## src/hw/rtl/stip_pkg.sv

```systemverilog
// ----------------------------------------------------------------------------
// stip_pkg
// Shared types and constants of the string to integer parser: character
// classes, radix codes, result status codes and queue sizing.
// ----------------------------------------------------------------------------
package stip_pkg;

  localparam int unsigned MaxStringLength = 65535;
  localparam logic [15:0] MaxPos         = 16'(MaxStringLength);

  localparam int unsigned QueueDepth = 2;
  localparam int unsigned QueuePtrW  = (QueueDepth > 1) ? $clog2(QueueDepth) : 1;
  localparam int unsigned QueueCntW  = $clog2(QueueDepth + 1);

  typedef logic [5:0] base_t;
  typedef logic [5:0] digit_t;

  localparam base_t  BaseAuto    = 6'd0;
  localparam base_t  BaseInvalid = 6'd1;
  localparam base_t  BaseOctal   = 6'd8;
  localparam base_t  BaseDecimal = 6'd10;
  localparam base_t  BaseHex     = 6'd16;
  localparam base_t  BaseMax     = 6'd36;
  localparam digit_t DigitNone   = 6'd36;
  localparam digit_t LetterBias  = 6'd10;

  localparam logic [7:0] CharNul    = 8'h00;
  localparam logic [7:0] CharTab    = 8'h09;
  localparam logic [7:0] CharCr     = 8'h0d;
  localparam logic [7:0] CharSpace  = 8'h20;
  localparam logic [7:0] CharPlus   = 8'h2b;
  localparam logic [7:0] CharMinus  = 8'h2d;
  localparam logic [7:0] CharZero   = 8'h30;
  localparam logic [7:0] CharNine   = 8'h39;
  localparam logic [7:0] CharUpperA = 8'h41;
  localparam logic [7:0] CharUpperZ = 8'h5a;
  localparam logic [7:0] CharLowerA = 8'h61;
  localparam logic [7:0] CharLowerX = 8'h78;
  localparam logic [7:0] CharLowerZ = 8'h7a;

  localparam logic [63:0] LimitPos = 64'h7fff_ffff_ffff_ffff;
  localparam logic [63:0] LimitNeg = 64'h8000_0000_0000_0000;

  typedef enum logic [1:0] {
    StatusOk       = 2'd0,
    StatusNoDigits = 2'd1,
    StatusOverflow = 2'd2,
    StatusBadBase  = 2'd3
  } status_e;

  typedef struct packed {
    logic   is_nul;
    logic   is_space;
    logic   is_minus;
    logic   is_plus;
    logic   is_zero;
    logic   is_x;
    digit_t digit;
  } char_class_t;

endpackage

```

## src/hw/rtl/stip_classify.sv

```systemverilog
// ----------------------------------------------------------------------------
// stip_classify
// Front end decode: turns one string byte into its character class and
// digit value ahead of the queue.
// ----------------------------------------------------------------------------
module stip_classify (
  input  logic                 [7:0] character_i,
  output stip_pkg::char_class_t      class_o
);
  import stip_pkg::*;

  always_comb begin
    class_o          = '0;
    class_o.is_nul   = (character_i == CharNul);
    class_o.is_space = (character_i == CharSpace) ||
                       ((character_i >= CharTab) && (character_i <= CharCr));
    class_o.is_minus = (character_i == CharMinus);
    class_o.is_plus  = (character_i == CharPlus);
    class_o.is_zero  = (character_i == CharZero);
    class_o.is_x     = (character_i == CharLowerX);
    if ((character_i >= CharZero) && (character_i <= CharNine)) begin
      class_o.digit = 6'(character_i - CharZero);
    end else if ((character_i >= CharLowerA) && (character_i <= CharLowerZ)) begin
      class_o.digit = 6'(character_i - CharLowerA) + LetterBias;
    end else if ((character_i >= CharUpperA) && (character_i <= CharUpperZ)) begin
      class_o.digit = 6'(character_i - CharUpperA) + LetterBias;
    end else begin
      class_o.digit = DigitNone;
    end
  end

endmodule

```

## src/hw/rtl/stip_queue.sv

```systemverilog
// ----------------------------------------------------------------------------
// stip_queue
// Short first-in first-out queue of classified characters between the
// front end and the execute stage.
// ----------------------------------------------------------------------------
module stip_queue (
  input  logic                  clk_i,
  input  logic                  rst_ni,
  input  logic                  push_valid_i,
  output logic                  push_ready_o,
  input  stip_pkg::char_class_t push_data_i,
  output logic                  pop_valid_o,
  input  logic                  pop_ready_i,
  output stip_pkg::char_class_t pop_data_o
);
  import stip_pkg::*;

  char_class_t            mem_q [QueueDepth];
  logic [QueuePtrW-1:0]   wr_ptr_q, wr_ptr_d;
  logic [QueuePtrW-1:0]   rd_ptr_q, rd_ptr_d;
  logic [QueueCntW-1:0]   count_q, count_d;
  logic                   push, pop;

  assign push_ready_o = (count_q != QueueCntW'(QueueDepth));
  assign pop_valid_o  = (count_q != '0);
  assign pop_data_o   = mem_q[rd_ptr_q];
  assign push         = push_valid_i && push_ready_o;
  assign pop          = pop_valid_o && pop_ready_i;

  always_comb begin
    wr_ptr_d = wr_ptr_q;
    rd_ptr_d = rd_ptr_q;
    count_d  = count_q;
    if (push) begin
      wr_ptr_d = (wr_ptr_q == QueuePtrW'(QueueDepth - 1)) ? '0 : wr_ptr_q + 1'b1;
    end
    if (pop) begin
      rd_ptr_d = (rd_ptr_q == QueuePtrW'(QueueDepth - 1)) ? '0 : rd_ptr_q + 1'b1;
    end
    if (push && !pop) begin
      count_d = count_q + 1'b1;
    end else if (pop && !push) begin
      count_d = count_q - 1'b1;
    end
  end

  always_ff @(posedge clk_i or negedge rst_ni) begin
    if (!rst_ni) begin
      wr_ptr_q <= '0;
      rd_ptr_q <= '0;
      count_q  <= '0;
    end else begin
      wr_ptr_q <= wr_ptr_d;
      rd_ptr_q <= rd_ptr_d;
      count_q  <= count_d;
    end
  end

  always_ff @(posedge clk_i) begin
    if (push) begin
      mem_q[wr_ptr_q] <= push_data_i;
    end
  end

endmodule

```

## src/hw/rtl/stip_exec.sv

```systemverilog
// ----------------------------------------------------------------------------
// stip_exec
// Execute stage: parse state machine, multiply-add accumulator with
// saturation, and the result output register.
// ----------------------------------------------------------------------------
module stip_exec (
  input  logic                  clk_i,
  input  logic                  rst_ni,
  input  stip_pkg::base_t       number_base_i,
  input  logic                  item_valid_i,
  output logic                  item_ready_o,
  input  stip_pkg::char_class_t item_i,
  output logic                  out_valid_o,
  input  logic                  out_ready_i,
  output logic signed    [63:0] parsed_value_o,
  output logic           [15:0] end_offset_o,
  output logic            [1:0] status_o
);
  import stip_pkg::*;

  typedef enum logic [2:0] {
    PhWs     = 3'd0,
    PhSigned = 3'd1,
    PhZero   = 3'd2,
    PhHexX   = 3'd3,
    PhDigits = 3'd4,
    PhSkip   = 3'd5
  } phase_e;

  phase_e        phase_q, phase_d;
  logic [63:0]   acc_q, acc_d;
  logic          neg_q, neg_d;
  base_t         base_q, base_d;
  logic [15:0]   pos_q, pos_d;
  logic [15:0]   zpo_q, zpo_d;
  logic          ovf_q, ovf_d;

  logic          out_valid_q;
  logic [63:0]   value_q;
  logic [15:0]   offset_q;
  status_e       status_q;

  logic          pop;
  logic          emit;
  logic [63:0]   emit_value;
  logic [15:0]   emit_offset;
  status_e       emit_status;
  logic          tail;
  base_t         tail_base;
  logic          add;
  logic          finish;
  logic [69:0]   prod;
  logic [70:0]   sum;
  logic [63:0]   limit;
  logic          over;

  assign item_ready_o = !out_valid_q || out_ready_i;
  assign pop          = item_valid_i && item_ready_o;

  assign limit = neg_q ? LimitNeg : LimitPos;
  assign prod  = 70'(acc_q) * 70'(base_q);
  assign sum   = {1'b0, prod} + 71'(item_i.digit);
  assign over  = (sum > {7'b0, limit});

  always_comb begin
    phase_d     = phase_q;
    acc_d       = acc_q;
    neg_d       = neg_q;
    base_d      = base_q;
    pos_d       = pos_q;
    zpo_d       = zpo_q;
    ovf_d       = ovf_q;
    emit        = 1'b0;
    emit_value  = '0;
    emit_offset = '0;
    emit_status = StatusOk;
    tail        = 1'b0;
    tail_base   = base_q;
    add         = 1'b0;
    finish      = 1'b0;

    case (phase_q)
      PhSkip: begin
      end
      PhZero: begin
        if (item_i.is_x) begin
          phase_d = PhHexX;
        end else begin
          phase_d = PhDigits;
          if (item_i.digit < base_q) begin
            add = 1'b1;
          end else begin
            finish = 1'b1;
          end
        end
      end
      PhHexX: begin
        if (item_i.digit < BaseHex) begin
          base_d  = BaseHex;
          acc_d   = 64'(item_i.digit);
          phase_d = PhDigits;
        end else begin
          emit        = 1'b1;
          emit_offset = zpo_q + 16'd1;
        end
      end
      PhDigits: begin
        if (item_i.digit < base_q) begin
          add = 1'b1;
        end else begin
          finish = 1'b1;
        end
      end
      PhSigned: begin
        tail      = 1'b1;
        tail_base = base_q;
      end
      default: begin
        base_d = number_base_i;
        if (!(item_i.is_space && !item_i.is_nul)) begin
          if ((number_base_i == BaseInvalid) || (number_base_i > BaseMax)) begin
            emit        = 1'b1;
            emit_status = StatusBadBase;
          end else begin
            phase_d = PhSigned;
            if (item_i.is_minus || item_i.is_plus) begin
              neg_d = item_i.is_minus;
            end else begin
              tail      = 1'b1;
              tail_base = number_base_i;
            end
          end
        end
      end
    endcase

    if (tail) begin
      if ((tail_base == BaseAuto) && item_i.is_zero) begin
        base_d  = BaseOctal;
        zpo_d   = pos_q;
        acc_d   = '0;
        phase_d = PhZero;
      end else begin
        base_d = (tail_base == BaseAuto) ? BaseDecimal : tail_base;
        if (item_i.digit < base_d) begin
          acc_d   = 64'(item_i.digit);
          phase_d = PhDigits;
        end else begin
          emit        = 1'b1;
          emit_status = StatusNoDigits;
        end
      end
    end

    if (add && !ovf_q && (base_q != BaseAuto)) begin
      if (over) begin
        ovf_d = 1'b1;
        acc_d = limit;
      end else begin
        acc_d = sum[63:0];
      end
    end

    if (finish) begin
      emit        = 1'b1;
      emit_value  = neg_q ? (64'd0 - acc_q) : acc_q;
      emit_offset = pos_q;
      emit_status = ovf_q ? StatusOverflow : StatusOk;
    end

    if (emit) begin
      phase_d = PhSkip;
    end

    if (item_i.is_nul) begin
      phase_d = PhWs;
      acc_d   = '0;
      neg_d   = 1'b0;
      base_d  = BaseAuto;
      pos_d   = '0;
      zpo_d   = '0;
      ovf_d   = 1'b0;
    end else if (pos_q < MaxPos) begin
      pos_d = pos_q + 16'd1;
    end
  end

  always_ff @(posedge clk_i or negedge rst_ni) begin
    if (!rst_ni) begin
      phase_q     <= PhWs;
      acc_q       <= '0;
      neg_q       <= 1'b0;
      base_q      <= BaseAuto;
      pos_q       <= '0;
      zpo_q       <= '0;
      ovf_q       <= 1'b0;
      out_valid_q <= 1'b0;
    end else begin
      if (pop) begin
        phase_q <= phase_d;
        acc_q   <= acc_d;
        neg_q   <= neg_d;
        base_q  <= base_d;
        pos_q   <= pos_d;
        zpo_q   <= zpo_d;
        ovf_q   <= ovf_d;
      end
      if (pop && emit) begin
        out_valid_q <= 1'b1;
      end else if (out_ready_i) begin
        out_valid_q <= 1'b0;
      end
    end
  end

  always_ff @(posedge clk_i) begin
    if (pop && emit) begin
      value_q  <= emit_value;
      offset_q <= emit_offset;
      status_q <= emit_status;
    end
  end

  assign out_valid_o    = out_valid_q;
  assign parsed_value_o = value_q;
  assign end_offset_o   = offset_q;
  assign status_o       = status_q;

  assert property (@(posedge clk_i) disable iff (!rst_ni)
    (phase_q == PhDigits) |-> ((base_q >= 6'd2) && (base_q <= BaseMax)))
    else $error("digit phase with unusable radix");

  assert property (@(posedge clk_i) disable iff (!rst_ni)
    ovf_q |-> ((phase_q == PhDigits) || (phase_q == PhSkip)))
    else $error("overflow flag outside digit or skip phase");

  assert property (@(posedge clk_i) disable iff (!rst_ni)
    (phase_q == PhDigits) |-> (acc_q <= limit))
    else $error("accumulator beyond saturation limit");

  assert property (@(posedge clk_i) disable iff (!rst_ni)
    $rose(out_valid_q) |-> $past(pop))
    else $error("result raised without a consumed transaction");

endmodule

```

## src/hw/rtl/string_to_integer_parser_core.sv

```systemverilog
// ----------------------------------------------------------------------------
// string_to_integer_parser_core
// Character-serial strtoll-style parser with radix register.
// ----------------------------------------------------------------------------
// One character is taken per clock cycle when the output side keeps up; a
// character is decoded on entry, held in a two-entry queue and consumed by the
// execute stage, which registers out_valid_o when it consumes the character that
// ends the number. The throughput limit is the combinational multiply-add by
// the radix in the execute stage; a stalled result holds the execute stage and
// lets the queue fill. Write the radix register only between strings, with no
// characters outstanding.
module string_to_integer_parser_core (
  input  logic               clk_i,
  input  logic               rst_ni,
  input  logic               cfg_we_i,
  input  logic        [5:0]  cfg_wdata_i,
  input  logic               in_valid_i,
  output logic               in_ready_o,
  input  logic        [7:0]  character_i,
  output logic               out_valid_o,
  input  logic               out_ready_i,
  output logic signed [63:0] parsed_value_o,
  output logic        [15:0] end_offset_o,
  output logic        [1:0]  status_o
);
  import stip_pkg::*;

  base_t       number_base_q;
  char_class_t in_class;
  char_class_t q_class;
  logic        q_valid;
  logic        q_ready;

  always_ff @(posedge clk_i or negedge rst_ni) begin
    if (!rst_ni) begin
      number_base_q <= BaseDecimal;
    end else if (cfg_we_i) begin
      number_base_q <= cfg_wdata_i;
    end
  end

  stip_classify u_classify (
    .character_i (character_i),
    .class_o     (in_class)
  );

  stip_queue u_queue (
    .clk_i        (clk_i),
    .rst_ni       (rst_ni),
    .push_valid_i (in_valid_i),
    .push_ready_o (in_ready_o),
    .push_data_i  (in_class),
    .pop_valid_o  (q_valid),
    .pop_ready_i  (q_ready),
    .pop_data_o   (q_class)
  );

  stip_exec u_exec (
    .clk_i          (clk_i),
    .rst_ni         (rst_ni),
    .number_base_i  (number_base_q),
    .item_valid_i   (q_valid),
    .item_ready_o   (q_ready),
    .item_i         (q_class),
    .out_valid_o    (out_valid_o),
    .out_ready_i    (out_ready_i),
    .parsed_value_o (parsed_value_o),
    .end_offset_o   (end_offset_o),
    .status_o       (status_o)
  );

endmodule

```

## config.mk

```make
export PLATFORM = sky130hd
export DESIGN_NAME = string_to_integer_parser_core
export DESIGN_NICKNAME = d
export VERILOG_FILES = /design/src/hw/rtl/stip_pkg.sv /design/src/hw/rtl/stip_classify.sv /design/src/hw/rtl/stip_queue.sv /design/src/hw/rtl/stip_exec.sv /design/src/hw/rtl/string_to_integer_parser_core.sv
export SDC_FILE = /design/constraint.sdc
export NUM_CORES = 2
export LEC_CHECK = 0
export BUFFER_PORTS_ARGS = -buffer_cell sky130_fd_sc_hd__buf_2
export CORE_MARGIN = 3
export CORE_UTILIZATION = 45
export CTS_CLUSTER_SIZE = 24
export DETAILED_ROUTE_END_ITERATION = 8
export GPL_ROUTABILITY_DRIVEN = 0
export PLACE_DENSITY_LB_ADDON = 0.12
export SYNTH_ARGS = -nofsm -noshare
export SYNTH_HDL_FRONTEND = slang
export SYNTH_HIERARCHICAL = 1
export SYNTH_SLANG_ARGS = --single-unit
```

## constraint.sdc

```tcl
create_clock -name clk_i -period 10.28 [get_ports clk_i]
set_input_delay 1.028 -clock clk_i [delete_from_list [all_inputs] [get_ports clk_i]]
set_output_delay 1.028 -clock clk_i [all_outputs]
set_load 0.02 [all_outputs]
```

-- Word level (Yosys, flattened, before mapping)
Memories as Yosys holds them, arrays and structs flattened.
Cells that the tools add are included.
- register bits: 200
- RAM bits: 24
- memories: 1
- output and inout bits: 84
- word-level logic and storage cells: 187
- multipliers: 1
- add/sub/neg operators: 13
- reductions and logical operators: 43
- equality and inequality tests: 17
- order comparisons: 14
- muxes and demuxes: 83
- memory list (name ; words ; width ; read ports ; clocked after memory_dff ; write ports ; RTL line ; RTL):
    u_queue.mem_q ; 2 ; 12 ; 1 ; 0 ; 1 ; stip_queue.sv:18 ; char_class_t mem_q [QueueDepth];
- operators by type and width (operator ; count):
    $mux 64 ; 10
    $mux 16 ; 8
    $mux 6 ; 12
    $add 70x6->71 ; 1
    $gt 71x64->1 ; 1
    $mul 64x6->70 ; 1
    $sub 1x64->64 const A ; 1
    $add 16x1->16 const B ; 2
    $eq 8x6->1 const B ; 4
    $mux 1 ; 28
    $mux 3 ; 9
    $mux 2 ; 10
    $reduce_bool 2->1 ; 9
    $ge 8x7->1 const B ; 2
    $le 8x7->1 const B ; 2
    $lt 16x16->1 const B ; 1
    $logic_and 1x1->1 ; 13
    $add 6x4->6 const B ; 2
    $lt 6x6->1 ; 2
    $pmux 6 s2 ; 1
    $sub 6x6->6 const B ; 2
    $pmux 3 s3 ; 1
    $reduce_and 3->1 ; 3
    $eq 8x7->1 const B ; 1
    29 further kinds ; 45

-- Logic depth before layout (Yosys ltp)
An unclocked memory read counts as a cell.
- word-level depth: 15
- mapped depth: 35
- depth with buffers taken out: 32

-- Modules after synthesis
The synthesis kept the hierarchy.
- modules (own cells, without submodules) (module ; seq. area each (um2) ; times used ; cells each ; area an instance (um2)):
    stip_exec ; 5165.0 ; 1 ; 2839 ; 25534.5
    stip_queue ; 820.8 ; 1 ; 55 ; 1078.5
    stip_classify ; 0.0 ; 1 ; 66 ; 521.8
    string_to_integer_parser_core ; 152.6 ; 1 ; 13 ; 254.0

-- Worst setup path after synthesis
OpenSTA, ideal clock, no wires.
- kind: reg2reg
- start point: register u_exec.base_q[5]
- end point: register u_exec.acc_q[0]
- buffers on the path: 3
- required time: 10146 ps
- period minus slack after synthesis: 8187 ps
- cell stages (with the launch flop): 34
- setup slack: 2093 ps
- arrival time: 8054 ps
- cells stage by stage: dfrtp_1 -> clkbuf_1 -> clkbuf_1 -> nand2_1 -> fa_1 -> fa_1 -> inv_1 -> fa_1 -> inv_1 -> fa_1 -> inv_1 -> ha_1 -> a21oi_1 -> nand2_1 -> o2111ai_1 -> o211ai_1 -> a21oi_1 -> and2_1 -> o21ai_0 -> a221oi_1 -> xor2_1 -> inv_1 -> ha_1 -> nand3_1 -> nor3_1 -> nand3_1 -> o211ai_1 -> o22ai_1 -> a211o_1 -> a2111oi_4 -> o2111ai_4 -> o211ai_4 -> buf_12 -> o211ai_2
- cells in the longest elaborated chain, start to end: 12
- RTL lines (what ; RTL line ; RTL):
    from (decl) ; stip_exec.sv:33 ; base_t base_q, base_d;
    from (signal assigned) ; stip_exec.sv:193 ; base_q <= BaseAuto;
    from (signal assigned) ; stip_exec.sv:203 ; base_q <= base_d;
    parallel branches: the longest is 10 deep, another holds $add 70x6->71 ; - ;
    $mux 64 * ; stip_exec.sv:155 ; if (add && !ovf_q && (base_q != BaseAuto)) begin
    $mux 64 * ; stip_exec.sv:175 ; if (item_i.is_nul) begin
    to (signal assigned) ; stip_exec.sv:191 ; acc_q <= '0;
    to (signal assigned) ; stip_exec.sv:201 ; acc_q <= acc_d;
    to (decl) ; stip_exec.sv:31 ; logic [63:0] acc_q, acc_d;
Every way passes the cells marked *.
A chain may end at the register's enable or synchronous reset.

-- Worst setup path after layout
- start point: register u_exec.base_q[3]
- end point: register u_exec.acc_q[12]
Same word-level chain as after synthesis.

==> flow_summary.toml <==
[floorplanning]
start_util = 0.460
die_w_um = 253
die_h_um = 253
die_area_um2 = 63900
fp-row-count = 89
core_area_um2 = 59600
ioPinCount = 103

[synthesis]
synth_ff_type = "dfrtp_1"
yosysSeqAreaShare = 0.224
synth.avg_cell_area_um2 = 9.21
synth-edff-count = 106
synth_nets = 3480
synthDistinctLibCells = 110
synthArstFlopShare = 0.527
syn_area_um2 = 27400
ys_ff_latch = 224
ys.warnings.count = 6
syn_inst = 2973

[outcome]
status = "complete, no violations"

[final_layout]
synthToLayoutAreaGrowth_pct = 6.34
antenna_cells = 0
drive_gt1_frac = 0.105
seqCellArea_um2 = 6150
fin_area_um2 = 29100
multiInputGateArea_um2 = 19200
nNetsFinal = 3444
nFillCells = 5587

[setup_path]
critPathLaunch = "u_exec/base_q[3]"
slowest_stage = "dfrtp_2"
worstSetupPathType = "flip-flop to flip-flop"
crit_path_end_kind = "flip-flop"
cp-start-kind = "flip-flop"
slowest_delay_ps = 720
critPathArrivalTime_ps = 10090
crit_required_ps = 10790
worstPathMaxFanout = 34
reg2regPathDepth = 29
regToRegStartpoint = "u_exec/base_q[3]"

[clock_network]
cts.sinks = 224
path_clk_slew_ps = 60
ctsResizeCount = 0
cts_max_path_buffers = 3
post_cts_buffers = 0
cts_root_buffer = "clkbuf_16"
cts_hold_buffers = 0
cts_buffers = 30
htree_levels = 1
clock_latency_ps = 600
cts_tree = "yes"

[route]
vias = 21600
wl_per_cell_um = 20.3
drc = 0
dr.first_iter.drc_count = 1569
firstDrtPassIters = 5
viasPerCell = 5.79
wirelength_mm = 75.7
ant_nets = 0

[placed_design]
hpwl_mm = 57.1
preCtsSetupSlack_ps = 893
portBuffers = 102
placed_cell_area_um2 = 28100

[power]
p_switching_mw = 2.32
leakage_nw = 14.2
combPwrFrac = 0.469
power_frac_clock = 0.225
peakVddDrop_mv = 0.229
sw_frac_of_total = 0.466
power.share.sequential = 0.305
p_per_area_nw_per_um2 = 171
p_int_mw = 2.66
finalPower_mw = 4.97

[grt]
grt_pass1_vias = 22400
track_usage = 0.241
antenna_found_initial = 0
grt_first_pass_wirelength_mm = 124
gr-total-overflow = 0
grt_max_degree = 72

[timing]
setup_slack_ps = 703
finalHoldViolCount = 0
skew_ps = 23.2
timing.setup.tns_ps = 0
rsz0062_at_grt = "false"
slew_headroom = 0.0877
slew_violations = 0
post-route-min-period_ps = 9580
period_share = 0.932
fmax_ghz = 0.104
worstMarginPinSlew_ps = 1360
setup_viol = 0

[worst_hold_path]
hold_path_class = "input port to async pin"

[run]
max_cap_violations = 0
==> flip-flops by register name (all words and copies together) (netlist names) <==
register               cells
number_base_q              6
u_exec/acc_q              64
u_exec/base_q              6
u_exec/end_offset_o       16
u_exec/neg_q               1
u_exec/out_valid_o         1
u_exec/ovf_q               1
u_exec/parsed_value_o     64
u_exec/phase_q             3
u_exec/pos_q              16
u_exec/status_o            2
u_exec/zpo_q              16
u_queue/count_q            2
u_queue/mem_q             24
u_queue/rd_ptr_q           1
u_queue/wr_ptr_q           1
==> through the flow <==
stage / utilization / hold WS [ps] / instances
2_1_floorplan: - / 461 / 2973
6_report: 0.489 / 476 / 3734
5_1_grt: 0.489 / 515 / 3734
4_1_cts: 0.489 / 491 / 3734
3_5_place_dp: 0.471 / 488 / 3678
3_3_place_gp: 0.471 / 481 / 3678
==> placed cells by master (no fill, tap or decap), types with 30 or more instances in the layout <==
cell / instances
nand2_1: 346
inv_1: 265
fa_1: 252
and2_1: 249
ha_1: 236
nor2_1: 168
a21oi_1: 131
o21ai_0: 122
dfrtp_1: 109
edfxtp_1: 106
buf_2: 101
xor2_1: 99
nand4_1: 59
xnor2_1: 53
o211ai_2: 51
a21o_1: 41
nand3_1: 39
nor3_1: 36
clkbuf_16: 30
==> cells in the mapped netlist, drive strengths merged (6+ instances only) <==
| cell | number | share of area |
|---|---|---|
| nor2 | 169 | 0.023 |
| o211ai | 70 | 0.029 |
| a21o | 41 | 0.011 |
| a41oi | 8 | 0.0026 |
| or3 | 29 | 0.0068 |
| nor3 | 38 | 0.0075 |
| nand4 | 60 | 0.014 |
| a211oi | 12 | 0.0033 |
| or2 | 17 | 0.0040 |
| and2 | 249 | 0.057 |
| mux2i | 6 | 0.0022 |
| o21bai | 17 | 0.0047 |
| o31a | 6 | 0.0019 |
| a21boi | 6 | 0.0018 |
| or4 | 14 | 0.0041 |
| xor2 | 99 | 0.032 |
| dfrtp | 116 | 0.11 |
| nand2 | 348 | 0.048 |
| o21ai | 128 | 0.024 |
| nand2b | 16 | 0.0045 |
| xnor2 | 53 | 0.017 |
| nor4 | 10 | 0.0028 |
| inv | 265 | 0.036 |
| clkbuf | 118 | 0.017 |
| and3 | 15 | 0.0034 |
| a22oi | 8 | 0.0022 |
| o41ai | 14 | 0.0054 |
| a31oi | 17 | 0.0039 |
| a21oi | 131 | 0.024 |
| buf | 76 | 0.022 |
| fa | 252 | 0.18 |
| nand3 | 40 | 0.0078 |
| o21a | 15 | 0.0041 |
| a22o | 17 | 0.0054 |
| edfxtp | 106 | 0.12 |
| nor2b | 13 | 0.0030 |
| ha | 236 | 0.11 |
| o31ai | 30 | 0.0087 |
| mux2 | 20 | 0.0092 |
==> area by class of cell <==
| type | instances | share of cell area |
|---|---|---|
| clock buffer | 34 | 0.0266 |
| inverter | 266 | 0.0343 |
| clock inverter | 22 | 0.00958 |
| timing repair buffer | 126 | 0.0251 |
| tap | 773 | 0.0332 |
| multi-input combinational | 2289 | 0.660 |
| sequential | 224 | 0.211 |
==> per-layer routing <==
metal  track usage  vias up  wire (um)
met5             0        -          0
met4        0.0529        0       1580
met3        0.0271      101       3850
met2         0.409      604      36500
met1         0.333    10900      33800
li1              -    10100          -
==> power groups by stage <==
| stage | sequential (mW) | clock [mW] | combinational, mW |
|---|---|---|---|
| 3_5_place_dp | 1.53 | 0 | 2.33 |
| 4_1_cts | 1.52 | 1.15 | 2.35 |
| 5_1_grt | 1.56 | 1.19 | 2.57 |
| 2_1_floorplan | 1.63 | 0 | 1.46 |
| 6_report | 1.52 | 1.12 | 2.33 |
| 3_3_place_gp | 1.53 | 0 | 2.30 |
==> logic make-up (layout without fill, tap and decap cells) <==
family | count (synthesis) | count (layout) | share of synthesized area
flops | 224 | 224 | 0.224
mux | 26 | 26 | 0.0114
simple gates | 1039 | 1039 | 0.193
xor+xnor | 152 | 152 | 0.0486
compound gates | 583 | 583 | 0.156
fa+ha+maj | 489 | 489 | 0.292
buf+inv | 460 | 448 | 0.0748
==> critical path: cells and delay by family, from the launching register on <==
kind                     cells  cell delay [ps]
buffers and inverters        3              850
XOR/XNOR                     1              270
flip-flops                   1              720
AND/OR/NAND/NOR              6             1440
AO/OA/AOI/OAI               13             3670
adder cells (fa/ha/maj)      6             2470
==> path summary, 6_finish.rpt <==
check,end,slack [ps]
min reg2reg,u_queue/wr_ptr_q,500
max,u_exec/acc_q[12],700
min,u_exec/zpo_q[6],480
min in group clk_i,u_queue/wr_ptr_q,500
max in group asynchronous,u_exec/neg_q,8210
max reg2reg,u_exec/acc_q[12],700
No activity file was read; power rests on OpenSTA's default activity.
